## config.mk

```make
export PLATFORM = sky130hd
export DESIGN_NAME = square_wave_tone_timer
export DESIGN_NICKNAME = d
export VERILOG_FILES = /design/src/rtl/swtt_pkg.sv /design/src/rtl/swtt_ctrl.sv /design/src/rtl/swtt_dp.sv /design/src/rtl/square_wave_tone_timer.sv
export VERILOG_INCLUDE_DIRS = /design/src /design/src/rtl
export SDC_FILE = /design/constraint.sdc
export NUM_CORES = 2
export LEC_CHECK = 0
export BUFFER_PORTS_ARGS = -buffer_cell sky130_fd_sc_hd__buf_2
export CAP_MARGIN = 5
export CORE_UTILIZATION = 43
export CTS_CLUSTER_DIAMETER = 60
export DETAILED_ROUTE_END_ITERATION = 16
export GPL_TIMING_DRIVEN = 0
export PLACE_DENSITY = 0.57
export SLEW_MARGIN = 25
export SYNTH_ARGS = -nofsm -noshare
export SYNTH_HDL_FRONTEND = slang
export SYNTH_SLANG_ARGS = --single-unit
export TNS_END_PERCENT = 10
```

## constraint.sdc

```tcl
create_clock -name clk_i -period 22.3 [get_ports clk_i]
set_clock_uncertainty 0.05 [all_clocks]
set_input_delay 1.115 -clock clk_i [delete_from_list [all_inputs] [get_ports clk_i]]
set_output_delay 1.115 -clock clk_i [all_outputs]
set_load 0.005 [all_outputs]
```

## src/rtl/square_wave_tone_timer_assert.svh

```systemverilog
// Assertion macros for the tone timer.
`ifndef SQUARE_WAVE_TONE_TIMER_ASSERT_SVH
`define SQUARE_WAVE_TONE_TIMER_ASSERT_SVH

// Same-cycle implication.
`define SWTT_ASSERT_IMP(lbl, clk, rst_n, ante, cons) \
  lbl: assert property (@(posedge clk) disable iff (!rst_n) (ante) |-> (cons)) \
    else $error("swtt assertion failed");

// Next-cycle implication.
`define SWTT_ASSERT_NXT(lbl, clk, rst_n, ante, cons) \
  lbl: assert property (@(posedge clk) disable iff (!rst_n) (ante) |=> (cons)) \
    else $error("swtt assertion failed");

`endif

```

## src/rtl/swtt_pkg.sv

```systemverilog
`timescale 1ns / 1ps
`default_nettype none

package swtt_pkg;

  localparam int unsigned LevelW  = 11;
  localparam int unsigned FreqW   = 16;
  localparam int unsigned DurW    = 16;
  localparam int unsigned HalfW   = 19;
  localparam int unsigned TickW   = 19;
  localparam int unsigned LeftW   = 24;
  localparam int unsigned ProdW   = 32;
  localparam int unsigned DivCntW = 5;
  localparam int unsigned OutW    = 16;

  // product / 500 as (product * ceil(2^37 / 500)) >> 37, exact for any 32-bit product
  localparam int unsigned RcpW     = 61;
  localparam int unsigned RcpShift = 37;
  localparam logic [28:0] Recip500 = 29'd274877907;

  localparam logic [LevelW-1:0] LevelMax     = 11'd1024;
  localparam logic [LevelW-1:0] VolumeRst    = 11'd512;
  localparam logic [FreqW-1:0]  MsPerHalfDiv = 16'd500;
  localparam logic [ProdW-1:0]  HalfPeriodNum = 32'd500000;

  localparam logic [1:0] AddrVolume = 2'd0;

  typedef enum logic [1:0] {
    CMD_TICK = 2'd0,
    CMD_PLAY = 2'd1,
    CMD_STOP = 2'd2,
    CMD_NONE = 2'd3
  } cmd_e;

  typedef enum logic [2:0] {
    ST_IDLE,
    ST_MUL,
    ST_LDH,
    ST_DIVH,
    ST_COMMIT
  } state_e;

  typedef struct packed {
    logic load_item;
    logic mul;
    logic div_load_h;
    logic div_step;
    logic latch_n;
    logic commit;
  } swtt_ctl_t;

  typedef struct packed {
    logic start_tone;
    logic div_last;
    logic out_free;
  } swtt_sts_t;

endpackage

`default_nettype wire

```

## src/rtl/swtt_ctrl.sv

```systemverilog
`timescale 1ns / 1ps
`default_nettype none

module swtt_ctrl (
  input  wire                  clk_i,
  input  wire                  rst_ni,
  input  wire                  in_valid_i,
  output logic                 in_ready_o,
  input  swtt_pkg::swtt_sts_t  sts_i,
  output swtt_pkg::swtt_ctl_t  ctl_o
);

  swtt_pkg::state_e state_q, state_d;

  always_ff @(posedge clk_i or negedge rst_ni) begin
    if (!rst_ni) begin
      state_q <= swtt_pkg::ST_IDLE;
    end else begin
      state_q <= state_d;
    end
  end

  always_comb begin
    state_d    = state_q;
    ctl_o      = '0;
    in_ready_o = 1'b0;
    unique case (state_q)
      swtt_pkg::ST_IDLE: begin
        in_ready_o = 1'b1;
        if (in_valid_i) begin
          ctl_o.load_item = 1'b1;
          state_d = sts_i.start_tone ? swtt_pkg::ST_MUL : swtt_pkg::ST_COMMIT;
        end
      end
      swtt_pkg::ST_MUL: begin
        ctl_o.mul = 1'b1;
        state_d   = swtt_pkg::ST_LDH;
      end
      swtt_pkg::ST_LDH: begin
        ctl_o.latch_n    = 1'b1;
        ctl_o.div_load_h = 1'b1;
        state_d          = swtt_pkg::ST_DIVH;
      end
      swtt_pkg::ST_DIVH: begin
        ctl_o.div_step = 1'b1;
        if (sts_i.div_last) state_d = swtt_pkg::ST_COMMIT;
      end
      swtt_pkg::ST_COMMIT: begin
        // wait for the output slot
        if (sts_i.out_free) begin
          ctl_o.commit = 1'b1;
          state_d      = swtt_pkg::ST_IDLE;
        end
      end
      default: state_d = swtt_pkg::ST_IDLE;
    endcase
  end

endmodule

`default_nettype wire

```

## src/rtl/swtt_dp.sv

```systemverilog
`timescale 1ns / 1ps
`default_nettype none

module swtt_dp (
  input  wire                                  clk_i,
  input  wire                                  rst_ni,
  input  wire  [1:0]                           in_cmd_i,
  input  wire  [swtt_pkg::FreqW-1:0]           in_freq_i,
  input  wire  [swtt_pkg::DurW-1:0]            in_dur_i,
  input  wire  [swtt_pkg::LevelW-1:0]          volume_i,
  input  swtt_pkg::swtt_ctl_t                  ctl_i,
  output swtt_pkg::swtt_sts_t                  sts_o,
  output logic                                 out_valid_o,
  input  wire                                  out_ready_i,
  output logic [swtt_pkg::OutW-1:0]            out_data_o
);

  // latched item
  swtt_pkg::cmd_e                cmd_q;
  logic [swtt_pkg::FreqW-1:0]    freq_q;
  logic [swtt_pkg::DurW-1:0]     dur_q;
  logic                          tone_q;
  logic [swtt_pkg::ProdW-1:0]    prod_q;
  logic [swtt_pkg::LeftW-1:0]    n_q;

  // half period divider, one quotient bit per cycle
  logic [swtt_pkg::FreqW-1:0]    divisor_q;
  logic [swtt_pkg::ProdW-1:0]    quot_q;
  logic [swtt_pkg::FreqW-1:0]    rem_q;
  logic [swtt_pkg::DivCntW-1:0]  cnt_q;
  logic [swtt_pkg::FreqW:0]      trial;
  logic [swtt_pkg::FreqW:0]      diff;
  logic                          ge;

  // tone state
  logic [swtt_pkg::HalfW-1:0]    half_q, half_d;
  logic [swtt_pkg::TickW-1:0]    tick_q, tick_d, tick_inc;
  logic [swtt_pkg::LeftW-1:0]    left_q, left_d, left_dec;
  logic                          lvl_q, lvl_d;
  logic                          play_q, play_d;
  logic                          amp_q, amp_d;

  logic                          out_valid_q;
  logic [swtt_pkg::OutW-1:0]     out_data_q;
  logic [swtt_pkg::LevelW-1:0]   eff_level;
  logic [swtt_pkg::LevelW-1:0]   pwm_d;
  logic [swtt_pkg::RcpW-1:0]     rcp_prod;
  logic [swtt_pkg::LeftW-1:0]    n_quot;
  logic [swtt_pkg::LeftW-1:0]    n_calc;

  assign eff_level = (volume_i > swtt_pkg::LevelMax) ? swtt_pkg::LevelMax : volume_i;

  assign sts_o.start_tone = (in_cmd_i == swtt_pkg::CMD_PLAY) && (in_freq_i != '0) &&
                            (volume_i != '0);
  assign sts_o.div_last   = (cnt_q == '1);
  assign sts_o.out_free   = !out_valid_q || out_ready_i;

  assign trial = {rem_q, quot_q[swtt_pkg::ProdW-1]};
  assign diff  = trial - {1'b0, divisor_q};
  assign ge    = (trial >= {1'b0, divisor_q});

  // half period count: product / 500 by reciprocal multiply, always fits 24 bits
  assign rcp_prod = prod_q * swtt_pkg::Recip500;
  assign n_quot   = rcp_prod[swtt_pkg::RcpShift +: swtt_pkg::LeftW];
  assign n_calc   = (dur_q == '0) ? '0 :
                    (n_quot == '0) ? {{(swtt_pkg::LeftW-1){1'b0}}, 1'b1} : n_quot;

  always_ff @(posedge clk_i) begin
    if (ctl_i.load_item) begin
      cmd_q  <= swtt_pkg::cmd_e'(in_cmd_i);
      freq_q <= in_freq_i;
      dur_q  <= in_dur_i;
      tone_q <= sts_o.start_tone;
    end
    if (ctl_i.mul) prod_q <= freq_q * dur_q;
    if (ctl_i.latch_n) n_q <= n_calc;
    if (ctl_i.div_load_h) begin
      divisor_q <= freq_q;
      quot_q    <= swtt_pkg::HalfPeriodNum;
      rem_q     <= '0;
    end else if (ctl_i.div_step) begin
      quot_q <= {quot_q[swtt_pkg::ProdW-2:0], ge};
      rem_q  <= ge ? diff[swtt_pkg::FreqW-1:0] : trial[swtt_pkg::FreqW-1:0];
    end
    if (ctl_i.commit) out_data_q <= {3'b000, play_d, amp_d, pwm_d};
  end

  always_ff @(posedge clk_i or negedge rst_ni) begin
    if (!rst_ni) begin
      cnt_q       <= '0;
      half_q      <= '0;
      tick_q      <= '0;
      left_q      <= '0;
      lvl_q       <= 1'b0;
      play_q      <= 1'b0;
      amp_q       <= 1'b0;
      out_valid_q <= 1'b0;
    end else begin
      if (ctl_i.div_load_h) begin
        cnt_q <= '0;
      end else if (ctl_i.div_step) begin
        cnt_q <= cnt_q + 1'b1;
      end
      if (ctl_i.commit) begin
        half_q <= half_d;
        tick_q <= tick_d;
        left_q <= left_d;
        lvl_q  <= lvl_d;
        play_q <= play_d;
        amp_q  <= amp_d;
      end
      if (ctl_i.commit) begin
        out_valid_q <= 1'b1;
      end else if (out_ready_i) begin
        out_valid_q <= 1'b0;
      end
    end
  end

  assign tick_inc = tick_q + 1'b1;
  assign left_dec = left_q - 1'b1;

  // state after the latched item
  always_comb begin
    half_d = half_q;
    tick_d = tick_q;
    left_d = left_q;
    lvl_d  = lvl_q;
    play_d = play_q;
    amp_d  = amp_q;
    case (cmd_q)
      swtt_pkg::CMD_PLAY: begin
        tick_d = '0;
        lvl_d  = 1'b0;
        play_d = 1'b0;
        amp_d  = 1'b0;
        if (tone_q) begin
          left_d = n_q;
          half_d = quot_q[swtt_pkg::HalfW-1:0];
          lvl_d  = 1'b1;
          play_d = 1'b1;
          amp_d  = 1'b1;
        end
      end
      swtt_pkg::CMD_STOP: begin
        tick_d = '0;
        lvl_d  = 1'b0;
        play_d = 1'b0;
        amp_d  = 1'b0;
      end
      swtt_pkg::CMD_TICK: begin
        if (play_q) begin
          tick_d = tick_inc;
          if (tick_inc >= half_q) begin
            tick_d = '0;
            if (left_q != '0) begin
              left_d = left_dec;
              if (left_dec == '0) begin
                lvl_d  = 1'b0;
                play_d = 1'b0;
                amp_d  = 1'b0;
              end else begin
                lvl_d = !lvl_q;
              end
            end else begin
              lvl_d = !lvl_q;
            end
          end
        end
      end
      default: ;
    endcase
  end

  assign pwm_d       = (play_d && lvl_d) ? eff_level : '0;
  assign out_valid_o = out_valid_q;
  assign out_data_o  = out_data_q;

endmodule

`default_nettype wire

```

## src/rtl/square_wave_tone_timer.sv

```systemverilog
// Square wave tone timer. Input beats carry a command in s_axis_tuser_i (tick, play, stop)
// and the play arguments in s_axis_tdata_i; every input beat yields exactly one output beat
// with pwm level, amplifier enable and tone-active flag after that command. Ticks, stops
// and plays that turn out to be rests go from accept straight to commit. A sounding play
// goes through accept, the 16x16 multiply, a step that divides the product by 500 with a
// reciprocal multiply and loads the divider, the one-bit-per-cycle restoring divider for
// the half period, then commit. One item is worked on at a time; a finished beat waits in
// the output register while the next item is accepted, and commit stalls only if that
// register is still full. The volume register is written over APB at address 0; the user
// must write it only while the block is idle, the block itself does not enforce this.
`timescale 1ns / 1ps
`default_nettype none

`include "square_wave_tone_timer_assert.svh"

module square_wave_tone_timer (
  input  wire         clk_i,
  input  wire         rst_ni,
  // input stream
  input  wire         s_axis_tvalid_i,
  output logic        s_axis_tready_o,
  input  wire  [31:0] s_axis_tdata_i,   // [15:0] freq_hz, [31:16] duration_ms
  input  wire  [1:0]  s_axis_tuser_i,   // [1:0] cmd
  // result stream
  output logic        m_axis_tvalid_o,
  input  wire         m_axis_tready_i,
  output logic [15:0] m_axis_tdata_o,   // [10:0] pwm_level, [11] amp_enable,
                                        // [12] tone_active, [15:13] zero
  // config port
  input  wire         psel,
  input  wire         penable,
  input  wire         pwrite,
  input  wire  [1:0]  paddr,
  input  wire  [31:0] pwdata,
  output logic [31:0] prdata,
  output logic        pready
);

  swtt_pkg::swtt_ctl_t ctl;
  swtt_pkg::swtt_sts_t sts;

  logic [swtt_pkg::LevelW-1:0] volume_q;
  logic                        cfg_wr;

  // assertion helpers
  logic                        in_fire;
  logic                        out_sounding;
  logic                        out_on;

  // APB: zero wait states
  assign pready = 1'b1;
  assign cfg_wr = psel && penable && pwrite && pready && (paddr == swtt_pkg::AddrVolume);

  always_ff @(posedge clk_i or negedge rst_ni) begin
    if (!rst_ni) begin
      volume_q <= swtt_pkg::VolumeRst;
    end else if (cfg_wr) begin
      volume_q <= pwdata[swtt_pkg::LevelW-1:0];
    end
  end

  always_comb begin
    prdata = '0;
    if (paddr == swtt_pkg::AddrVolume) begin
      prdata = {{(32 - swtt_pkg::LevelW){1'b0}}, volume_q};
    end
  end

  // sequencer: accept, multiply, divide, commit
  swtt_ctrl u_ctrl (
    .clk_i      (clk_i),
    .rst_ni     (rst_ni),
    .in_valid_i (s_axis_tvalid_i),
    .in_ready_o (s_axis_tready_o),
    .sts_i      (sts),
    .ctl_o      (ctl)
  );

  // item latch, multipliers, divider, tone state, output register
  swtt_dp u_dp (
    .clk_i        (clk_i),
    .rst_ni       (rst_ni),
    .in_cmd_i     (s_axis_tuser_i),
    .in_freq_i    (s_axis_tdata_i[15:0]),
    .in_dur_i     (s_axis_tdata_i[31:16]),
    .volume_i     (volume_q),
    .ctl_i        (ctl),
    .sts_o        (sts),
    .out_valid_o  (m_axis_tvalid_o),
    .out_ready_i  (m_axis_tready_i),
    .out_data_o   (m_axis_tdata_o)
  );

  assign in_fire      = s_axis_tvalid_i && s_axis_tready_o;
  assign out_sounding = m_axis_tvalid_o && (m_axis_tdata_o[10:0] != '0);
  assign out_on       = m_axis_tdata_o[12] && m_axis_tdata_o[11];

  // one item in flight: no accept right after an accept
  `SWTT_ASSERT_NXT(a_one_in_flight, clk_i, rst_ni, in_fire, !s_axis_tready_o)
  // results never overwrite a beat still waiting
  `SWTT_ASSERT_IMP(a_commit_free, clk_i, rst_ni, ctl.commit, !m_axis_tvalid_o || m_axis_tready_i)
  // sound only while a tone is playing
  `SWTT_ASSERT_IMP(a_pwm_active, clk_i, rst_ni, out_sounding, out_on)

endmodule

`default_nettype wire

```

==> Flow_metrics.wiki <==
{| class="wikitable"
! Metric !! Value
|-
| PortBufs || 79
|-
| Share of flip-flops with an asynchronous set or reset after synthesis || 33.6%
|-
| Combinational family with the most area after synthesis || adder cells
|-
| Post-CTS setup buffer count || 0
|-
| Global Route Usage Sum || 21.8%
|-
| Count of flip-flops with a built-in enable after synthesis || 120
|-
| Detailed router's first-iteration violation count || 1190
|-
| Area grow syn2layout || 8.70%
|-
| Most used DFF post-synth || sky130_fd_sc_hd__edfxtp_1
|-
| Number of synthesized register bits || 253
|-
| Status || completed
|-
| Relative slew slack || 27.2%
|-
| Gp weighted congestion || 0.906
|-
| Total Wirelength || 87700 microns
|-
| Starting Density || 43.5%
|-
| Clk sink count || 253
|-
| Area share of the leading cell type in the synthesized netlist || 28.2%
|-
| Final antenna-violating net count || 0
|-
| Placeable core region || between 80000 and 90000 sq um
|-
| Synthesized instance count || approximately 3700
|-
| Startpoint-to-endpoint class of the critical path || flop to flop
|-
| Vertical die dimension || around 290 microns
|-
| Xor-xnor portion of the synthesized cell area || 1.92%
|-
| Avg Synthesized Cell Area || 9.53 sq um
|-
| Area fraction in and, or, nand and nor cells after synthesis || 12.1%
|-
| Slew Viols, Final || 0
|-
| Placement row count || 104
|-
| CP max stage cell || sky130_fd_sc_hd__edfxtp_1
|-
| Number of antenna violations at the first check in global routing || 2
|-
| Setup violation total in the final timing report || 0
|-
| Vias in the first global route || 25600
|-
| Die extent in x || 287 microns
|-
| Dpl hpwl || 72400 microns
|-
| Synth area leader || sky130_fd_sc_hd__fa_1
|-
| Root Driver || sky130_fd_sc_hd__clkbuf_16
|-
| Crit end category || flop
|-
| Type of origin of the critical path || flop
|-
| Largest cells by area after synthesis || sky130_fd_sc_hd__fa_1 (28%), sky130_fd_sc_hd__ha_1 (19%), sky130_fd_sc_hd__edfxtp_1 (10%)
|-
| Crit-path cells || ha_1, fa_1, fa_1, inv_1, fa_1, inv_1, fa_1, fa_1, fa_1, inv_1, fa_1, inv_1, ha_1, a21oi_1, o21ai_0, nor3_1, o21ai_0, a211oi_1, o21ai_0, a21boi_0, xor2_1, and4_1, nand4_1, a21oi_1
|-
| Overflow after GRT || 0
|-
| Actual transition at the worst max-transition pin || 1.08 ns
|-
| Compound-gate portion of the synthesized area || 8.26%
|-
| Remaining routing DRC violations || 0
|-
| Latest clock arrival within the worst-skew pair || 0.58 ns
|-
| Number of unique standard cell types used by synthesis || 81
|-
| Number of max-cap violations || 0
|-
| Netlist Area Pre-Place || around 35000 sq um
|-
| Number of I/O pins || 126
|-
| Hold buffer count at CTS || 0
|-
| First-pass GRT wire length || about 140000 microns
|-
| Cts bufs inserted || 30
|-
| Post-route insts no fill || 4903
|-
| Hold Crit Class || input port to asynchronous set/reset pin
|-
| Final net count || 4919
|-
| Number of warnings reported in the yosys synthesis log || 0
|-
| Clock slew at reported path FFs || 0.06 ns
|-
| Setup Total Neg Slack || 0 ns
|-
| Most common cell on crit path || sky130_fd_sc_hd__fa_1
|-
| Synthesized-area fraction occupied by adder cells || 47.2%
|-
| Overall via count from detail_route || roughly 25000
|-
| CTS H-tree depth || 1
|-
| Portion of netlist area occupied by mux cells || less than 1%
|-
| Count of TritonRoute iterations in the first routing pass || 7
|-
| Maximum clock path buffer count || 3
|-
| Sequential fraction of the synthesis area || 19.1%
|-
| Total Die Area || ~83000 sq um
|-
| Largest stage delay on the critical path || just under 1 ns
|-
| Post_cts resized || 0
|-
| Share of post-route cells with drive strength above 1 || 5.93%
|-
| Highest Clock Rate || about 110 MHz
|-
| Endpoint arrival time on the critical path || 9.29 ns
|-
| Number of cells after detailed placement || between 4000 and 5000
|-
| Clock tree from TritonCTS || done
|-
| RSZ-0062 raised after global routing || false
|-
| Largest fanout on the critical path || 10
|-
| Maximum number of pins on one net before global-route repair || 70
|-
| Post-route fraction of the period consumed by the critical path || approximately 40%
|-
| Vias per Instance || 5.06
|-
| Period minus WS final || 8.92 ns
|-
| Antenna Diode Count || 0
|-
| Final number of hold-violating endpoints || 0
|-
| Worst EP required || 22.68 ns
|-
| DR WL/cell || roughly 18 microns
|}
-- cells by family (layout without fill, tap and decap cells) --
family,after synthesis,after routing
simple gates,877,877
mux,30,30
compound gates,464,464
flops,253,253
other cells,2,25
xor+xnor,77,77
buf+inv,950,1092
fa+ha+maj,1025,1025
-- final cells by class --
| cell class | count | area (sq um) |
|---|---|---|
| multi-input combinational | 2498 | 24800 |
| fill | 7676 | 42500 |
| sequential | 253 | 6690 |
| clock buffer | 37 | 838 |
| timing repair buffer | 86 | 507 |
| buffer | 139 | 634 |
| tap | 1060 | 1330 |
| clock inverter | 19 | 259 |
| inverter | 811 | 3040 |
-- state kept, by name (all words and copies together), names as in the netlist, 2 cells and up --
| signal | cells |
|---|---|
| u_ctrl.state_q | 3 |
| u_dp.cmd_q | 2 |
| u_dp.cnt_q | 5 |
| u_dp.divisor_q | 16 |
| u_dp.dur_q | 16 |
| u_dp.freq_q | 16 |
| u_dp.half_q | 19 |
| u_dp.left_q | 24 |
| u_dp.n_q | 24 |
| u_dp.out_data_o | 13 |
| u_dp.prod_q | 32 |
| u_dp.quot_q | 32 |
| u_dp.rem_q | 16 |
| u_dp.tick_q | 19 |
| volume_q | 11 |
-- metal layers --
layer | up-vias | part of all wire, % | global-route usage, %
met1 | 12100 | 46 | 30.1
met2 | 488 | 47 | 36.7
li1 | 12100 | - | -
met3 | 116 | 4.4 | 2.73
met5 | - | 0.015 | 0
met4 | 2 | 2.2 | 4.22
-- Yosys cell counts, types with 5 or more instances --
cell,number
sky130_fd_sc_hd__o22ai_1,12
sky130_fd_sc_hd__a41oi_1,9
sky130_fd_sc_hd__edfxtp_1,120
sky130_fd_sc_hd__nor2b_1,23
sky130_fd_sc_hd__nor3_1,35
sky130_fd_sc_hd__a21o_1,30
sky130_fd_sc_hd__o31ai_1,12
sky130_fd_sc_hd__mux2i_1,6
sky130_fd_sc_hd__or2_2,6
sky130_fd_sc_hd__nand2_1,382
sky130_fd_sc_hd__inv_1,811
sky130_fd_sc_hd__o21ai_0,126
sky130_fd_sc_hd__xor2_1,24
sky130_fd_sc_hd__o21a_1,17
sky130_fd_sc_hd__dfrtp_1,84
sky130_fd_sc_hd__clkbuf_1,106
sky130_fd_sc_hd__o211ai_1,9
sky130_fd_sc_hd__mux2_2,24
sky130_fd_sc_hd__dfxtp_1,48
sky130_fd_sc_hd__and2_1,111
sky130_fd_sc_hd__nor2_1,112
sky130_fd_sc_hd__nor3b_2,9
sky130_fd_sc_hd__and3_1,13
sky130_fd_sc_hd__a31oi_1,11
sky130_fd_sc_hd__nor4_1,24
sky130_fd_sc_hd__nand4_1,36
sky130_fd_sc_hd__a21oi_1,142
sky130_fd_sc_hd__o21bai_1,13
sky130_fd_sc_hd__or3_1,8
sky130_fd_sc_hd__buf_4,25
sky130_fd_sc_hd__a211oi_1,18
sky130_fd_sc_hd__ha_1,532
sky130_fd_sc_hd__xnor2_1,53
sky130_fd_sc_hd__nand2b_1,34
sky130_fd_sc_hd__o41ai_1,5
sky130_fd_sc_hd__fa_1,493
sky130_fd_sc_hd__nand3_1,63
-- path summary, 6_finish.rpt --
kind,start,to,slack [ns],cells past startpoint
max in group asynchronous,rst_ni,volume_q[9],21.24,2
worst min-delay path,rst_ni,u_dp.left_q[19],0.31,1
worst max register to register,u_dp.prod_q[14],u_dp.n_q[0],13.38,24
min in group clk_i,u_dp.quot_q[24],u_dp.quot_q[24],0.39,2
worst max-delay path,u_dp.prod_q[14],u_dp.n_q[0],13.38,24
worst min register to register,u_dp.quot_q[24],u_dp.quot_q[24],0.39,2
-- cells in the final DEF, fill, tap and decap left out, drive strengths merged, types with 5 or more instances in the layout --
master | synthesis | routed
o21bai | 13 | 13
dfxtp | 48 | 48
fa | 493 | 493
xor2 | 24 | 24
nor2 | 112 | 112
o211ai | 9 | 9
a41oi | 9 | 9
mux2 | 24 | 24
o21ai | 128 | 128
conb | 2 | 25
mux2i | 6 | 6
o21a | 17 | 17
nor2b | 23 | 23
edfxtp | 120 | 120
a21oi | 143 | 143
nor3b | 13 | 13
and2 | 111 | 111
inv | 811 | 816
nand4 | 36 | 36
o41ai | 5 | 5
o22ai | 12 | 12
clkbuf | 106 | 143
clkinv | 0 | 9
ha | 532 | 532
nand3 | 63 | 63
o31ai | 12 | 12
or2 | 6 | 6
nor3 | 35 | 35
nand2b | 34 | 34
a31oi | 11 | 11
nor4 | 25 | 25
a211oi | 18 | 18
or3 | 9 | 9
xnor2 | 53 | 53
nand2 | 382 | 382
dfrtp | 84 | 84
buf | 33 | 119
a21o | 30 | 30
and3 | 14 | 14
-- through the flow --
step           utilization, %  cell area, sq um  hold WS, ns  setup slack (ns)
3_5_place_dp             45.9             37000        0.381             13.50
5_1_grt                  47.3             38100        0.281             12.92
4_1_cts                  47.3             38100        0.281             13.45
2_1_floorplan               -             35100        0.365             15.21
6_report                 47.3             38100        0.306             13.38
3_3_place_gp             45.7             36800        0.374             13.44
-- worst max-delay path, delay by kind of cell, from the launching register on --
| kind | cells | cell delay (ns) |
|---|---|---|
| simple gates | 3 | 0.61 |
| flops | 1 | 0.97 |
| fa+ha+maj | 9 | 4.08 |
| buf+inv | 4 | 0.19 |
| xor+xnor | 1 | 0.28 |
| compound gates | 7 | 2.58 |
Power is left out: the tool's default activity adds up to more than one toggle a clock period on the data nets, which glitch-free logic cannot reach.
